--- src/hdl/mpq_pkg.sv ---
// ----------------------------------------------------------------------------
// mpq_pkg
// Shared types and constants of the sorted-cell min-priority queue.
// ----------------------------------------------------------------------------
`default_nettype none

package mpq_pkg;

   // Number of cells, and the width of a counter that can hold it
   localparam int CAPACITY = 64;
   localparam int CNT_W    = $clog2(CAPACITY + 1);
   localparam int VAL_W    = 32;

   // Operation codes
   typedef enum logic [1:0] {
      OP_INSERT  = 2'd0,
      OP_PEEK    = 2'd1,
      OP_POP     = 2'd2,
      OP_PRELOAD = 2'd3
   } func_type;

   // Request word
   typedef struct packed {
      logic [1:0]              func;
      logic signed [VAL_W-1:0] value;
   } req_word_type;

   // Response word
   typedef struct packed {
      logic signed [VAL_W-1:0] min_value;
      logic                    is_empty;
      logic                    overflow;
   } rsp_word_type;

   // Command broadcast to every cell
   typedef struct packed {
      logic                    insert;
      logic                    pop;
      logic signed [VAL_W-1:0] value;
   } cell_cmd_type;

endpackage

`default_nettype wire

--- src/hdl/mpq_cell.sv ---
// ----------------------------------------------------------------------------
// mpq_cell
// One slot of the sorted row: holds a value, compares it with the broadcast
// insert value and shifts toward or away from its neighbors.
// ----------------------------------------------------------------------------
`default_nettype none

module mpq_cell (
   input  wire logic                            clock,
   input  wire mpq_pkg::cell_cmd_type           cmd,
   input  wire logic                            occupied,
   input  wire logic                            left_lt,
   input  wire logic signed [mpq_pkg::VAL_W-1:0] left_value,
   input  wire logic signed [mpq_pkg::VAL_W-1:0] right_value,
   output logic signed [mpq_pkg::VAL_W-1:0]      value,
   output logic                                  lt
);
   import mpq_pkg::*;

   logic signed [VAL_W-1:0] value_ff;
   logic signed [VAL_W-1:0] value_in;

   // New value goes ahead of this slot when strictly smaller; empty slot acts as +inf
   assign lt = !occupied || (cmd.value < value_ff);

   // Insert: keep, take the new word, or take the left neighbor's word.
   // Pop: take the right neighbor's word.
   always_comb begin
      value_in = value_ff;
      if (cmd.insert) begin
         if (lt) begin
            value_in = left_lt ? left_value : cmd.value;
         end
      end else if (cmd.pop) begin
         value_in = right_value;
      end
   end

   always_ff @(posedge clock) begin
      value_ff <= value_in;
   end

   assign value = value_ff;

endmodule

`default_nettype wire

--- config.mk ---
export PLATFORM = sky130hd
export DESIGN_NAME = mpq_cell
export DESIGN_NICKNAME = d
export VERILOG_FILES = /design/src/hdl/mpq_pkg.sv /design/src/hdl/mpq_cell.sv
export SDC_FILE = /design/constraint.sdc
export NUM_CORES = 1
export LEC_CHECK = 0
export BUFFER_PORTS_ARGS = -buffer_cell sky130_fd_sc_hd__buf_4
export CAP_MARGIN = 15
export CORE_ASPECT_RATIO = 1.25
export CORE_MARGIN = 1.5
export CORE_UTILIZATION = 25
export CTS_CLUSTER_DIAMETER = 40
export DETAILED_ROUTE_END_ITERATION = 16
export PLACE_DENSITY = 0.49
export SLEW_MARGIN = 20
export SYNTH_ARGS = -nofsm -noshare
export SYNTH_HDL_FRONTEND = slang
export SYNTH_SLANG_ARGS = --single-unit
--- constraint.sdc ---
create_clock -name clock -period 11.42 [get_ports clock]
set_clock_uncertainty 0.15 [all_clocks]
set_input_delay 1.142 -clock clock [delete_from_list [all_inputs] [get_ports clock]]
set_output_delay 1.142 -clock clock [all_outputs]
set_load 0.03 [all_outputs]
**Word level (Yosys, flattened, before mapping)**

Index checks and enable logic that the tools add are counted.

- Bits in registers: 32
- Output and inout port bits: 33
- Input port bits: 101

- Reductions and logical operators: 4
- Equality and inequality tests: 1
- $lt $le $gt $ge: 1
- Multiplexer cells: 4

Operator list:

| kind | count |
|---|---|
| 32-bit 2-to-1 mux | 4 |
| 32-bit less-than comparator | 1 |
| 2-bit by 1-bit inequality test with 1-bit output, second input constant | 1 |
| 2-bit AND reduction | 1 |
| 2-bit nonzero test | 1 |
| 1-bit zero test | 1 |
| 1-bit logical OR | 1 |

**Depth between registers and ports, before layout**

- Depth in word-level cells: 4
- Mapped depth: 8
- Gate-level depth less buffers: 8

**Worst setup path after synthesis**

Ideal clock, no wire load.

- Path kind: input -> register
- Start: input cmd[2] (netlist bit)
- End: register value_ff[0] (netlist: value[0]), enable pin
- Path buffers: 0
- Stages: 7
- Path slack: 6077 ps
- Data arrival time: 4723 ps
- Cells stage by stage: ha_1 a211o_1 a31oi_1 o311a_1 o41ai_2 and4_2 a211oi_1

- Cells in the longest elaborated chain, start to end: 4

Ends and longest elaborated chain:

| item | RTL line | source |
|---|---|---|
| start: declaration | mpq_cell.sv:10 | `input wire mpq_pkg::cell_cmd_type cmd,` |
| 32-bit less-than comparator | mpq_cell.sv:24 | `assign lt = !occupied \|\| (cmd.value < value_ff);` |
| 1-bit logical OR | mpq_cell.sv:24 |  |
| 2-bit by 1-bit inequality test with 1-bit output (no line) | n/a |  |
| 2-bit AND reduction (no line) | n/a |  |
| end signal: assignment | mpq_cell.sv:40 | `value_ff <= value_in;` |
| end: declaration | mpq_cell.sv:20 | `logic signed [VAL_W-1:0] value_ff;` |

No other way between the ends.
A chain may end at the register's enable or synchronous reset.

**Worst setup path in the final report**

- Start: input cmd[7] (netlist bit)
- End: output lt

- Cells in the longest elaborated chain, start to end: 2

Ends and longest elaborated chain:

| item | RTL line | source |
|---|---|---|
| 32-bit less-than comparator | mpq_cell.sv:24 |  |
| 1-bit logical OR | mpq_cell.sv:24 |  |
| end: declaration | mpq_cell.sv:16 | `output logic lt` |

No other way between the ends.

==> impl_metrics.tcl <==
set metrics [dict create \
    status "complete, no violations" \
    hold_depth 3 \
    yosys_warnings 0 \
    drtAntennaViolNets 0 \
    syn_to_final_growth_pct 51.7 \
    critPathRequiredTime_ns 10.13 \
    ys_seq_elements 32 \
    grt_pass1_wl_um 10500 \
    synth_cells 260 \
    top_usage_layer "met2" \
    syn_area_per_cell_um2 9.43 \
    dpl.hpwl_um 5240 \
    clock_path_buffers 2 \
    ff2ff_path_depth 9 \
    p_leak_nw 1.87 \
    clock_latency_ns 0.27 \
    cts_setup_buffers 0 \
    grt_max_degree 68 \
    grtUsageTotal_pct 12.7 \
    drive_gt1_share_pct 36.3 \
    synth-xor-area-share_pct 0 \
    coreArea_mm2 0.00956 \
    grt_use_met3_pct 4.73 \
    tns_ns 0 \
    whs_ns 1.04 \
    cts_resized 0 \
    cp.arrival_ns 3.06 \
    hold_viol 0 \
    cts-root-buf "clkbuf_16" \
    wl_um 6460 \
    drt-initial-drc-count 33 \
    path_clk_slew_ns 0.05 \
    syn_area_mm2 0.00245 \
    min-delay-start "right_value[22]" \
    synth-edff-count 32 \
    drv_slew 0 \
    power.density_mw_per_mm2 117 \
    end_kind "output pin" \
    rsz0062_at_grt "false" \
    numCtsBuffers 5 \
    reg2reg_slack_ns 8.14 \
    fp.dieH_um 114 \
    hp-class "primary input to flip-flop" \
    synth_nets 392 \
    synthArstFlopShare_pct 0 \
    num_io_pins 134 \
    crit_path_start_kind "primary input" \
    largest_reg_flops 32 \
    die_x_um 91.6 \
    synth-main-ff-cell "edfxtp_1" \
    dieArea_mm2 0.0104 \
    grt_pass1_vias 2260 \
    period_needed_ns 4.36 \
    synthSimpleGateAreaFrac_pct 11.2 \
    antenna_found_initial 0 \
    fill_cells 991 \
    multi_input_area_mm2 0.00134 \
    diodes 0 \
    holdBufCountCts 0 \
    hold_path_end "value[22]" \
    portBuffers 133 \
    synth_cell_type_count 26 \
    cts_tree "built" \
    grt_overflow_total 0 \
    worst_r2r_startpoint "value[2]" \
    use_met2_pct 22.9 \
    drc 0 \
    tightestPinTransition_ns 0.840 \
    htree_levels 2 \
    path_class "primary input to output pin" \
    relSlewSlack_pct 43.8 \
    cts_sinks 32 \
    fmaxAchievable_ghz 0.230 \
    fin_crit_sh_pct 38.1 \
    final_nets 522 \
    synth_top_family_by_area "adder cells" \
    max_cap_violations 0 \
    seqCellArea_um2 961 \
    synthAdderAreaFrac_pct 15.8 \
    muxShareOfSynthArea_pct 13.5 \
    avgViaCountPerCell 4.39 \
    vias 2269 \
    gr-usage-met1_pct 14.1 \
    synth-seq-area-share_pct 39.2 \
    vdd_drop_max_mv 0.0540 \
    worstReg2RegEnd "value[16]" \
    num_rows 40 \
    globalplace.congestion 0.726 \
    dr.pass1.iters 4 \
    wl_per_cell_um 12.5 \
    finalSetupViolCount 0 \
    initial_core_util_pct 25.6 \
    synth-compound-area-share_pct 13.5 \
    utilization_pct 38.9 \
    path_max_fanout 3 \
]
## placed cells by master, fill, tap and decap left out
cell,count
nand4_1,5
a211oi_4,1
nor2_1,35
nand2b_1,3
and4_2,1
a221oi_1,1
clkinv_1,1
buf_4,134
mux2i_1,32
nand3_1,3
a21oi_1,45
o41ai_2,1
inv_1,32
o21ai_0,5
nand2_1,10
a21o_1,1
a211o_1,1
mux2_1,1
o311a_1,1
ha_1,31
and3b_1,1
and3_1,2
clkbuf_16,5
edfxtp_1,32
o2bb2ai_1,1
a31oi_1,2
nor3_1,2
clkbuf_1,2
## per-layer routing
layer	routed length [um]	vias up
li1	-	1187
met1	2580	992
met2	3250	85
met3	550	5
met4	66	0
met5	0	-
## worst max-delay path: stages
cell	delay, ns
buf_4	0.11
ha_1	0.30
nand4_1	0.10
o311a_1	0.38
o41ai_2	0.38
a31oi_1	0.15
mux2_1	0.32
buf_4	0.17
## cells by family (layout without fill, tap and decap cells)
| kind of cell | after synthesis | count (layout) |
|---|---|---|
| simple gates | 62 | 62 |
| buf+inv | 43 | 174 |
| mux | 33 | 33 |
| flops | 32 | 32 |
| fa+ha+maj | 31 | 31 |
| compound gates | 59 | 59 |
## stage by stage
| step | setup WS, ns | power (mW) | cell area, um^2 | cells |
|---|---|---|---|---|
| floorplan | 6.08 | 0.247 | 2450 | 260 |
| global placement | 7.05 | 0.314 | 3580 | 509 |
| global route | 6.96 | 0.464 | 3720 | 517 |
| CTS | 7.01 | 0.445 | 3720 | 517 |
| finish | 7.06 | 0.435 | 3720 | 517 |
| detailed placement | 7.02 | 0.315 | 3580 | 509 |
## cells in the mapped netlist, drive strengths merged, types with 3 or more instances
library cell	instances	area, um^2
inv	32	120
mux2i	32	320
nor2	35	131
nand4	5	31.3
nand3	3	15.0
nand2	10	37.5
ha	31	388
clkbuf	8	30.0
nand2b	3	18.8
o21ai	5	25.0
edfxtp	32	961
buf	3	15.0
a21oi	45	225
## power by group
part	internal, mW	switching [mW]
Combinational	0.0693	0.0852
Sequential	0.148	0.00672
Clock	0.0801	0.0454
## final cells by class
type	count	share of cell area (%)
sequential	32	25.8
clock inverter	1	0.101
inverter	32	3.23
tap	126	4.24
clock buffer	7	3.57
timing repair buffer	134	27.1
multi-input combinational	185	36.0
## worst max-delay path by stage
| stage | start | end |
|---|---|---|
| CTS | cmd[7] | lt |
| detailed placement | cmd[7] | lt |
| global route | cmd[7] | lt |
| floorplan | cmd[2] | value[0] |
| global placement | cmd[7] | lt |
| finish | cmd[7] | lt |
No activity file was read; power rests on OpenSTA's default activity.
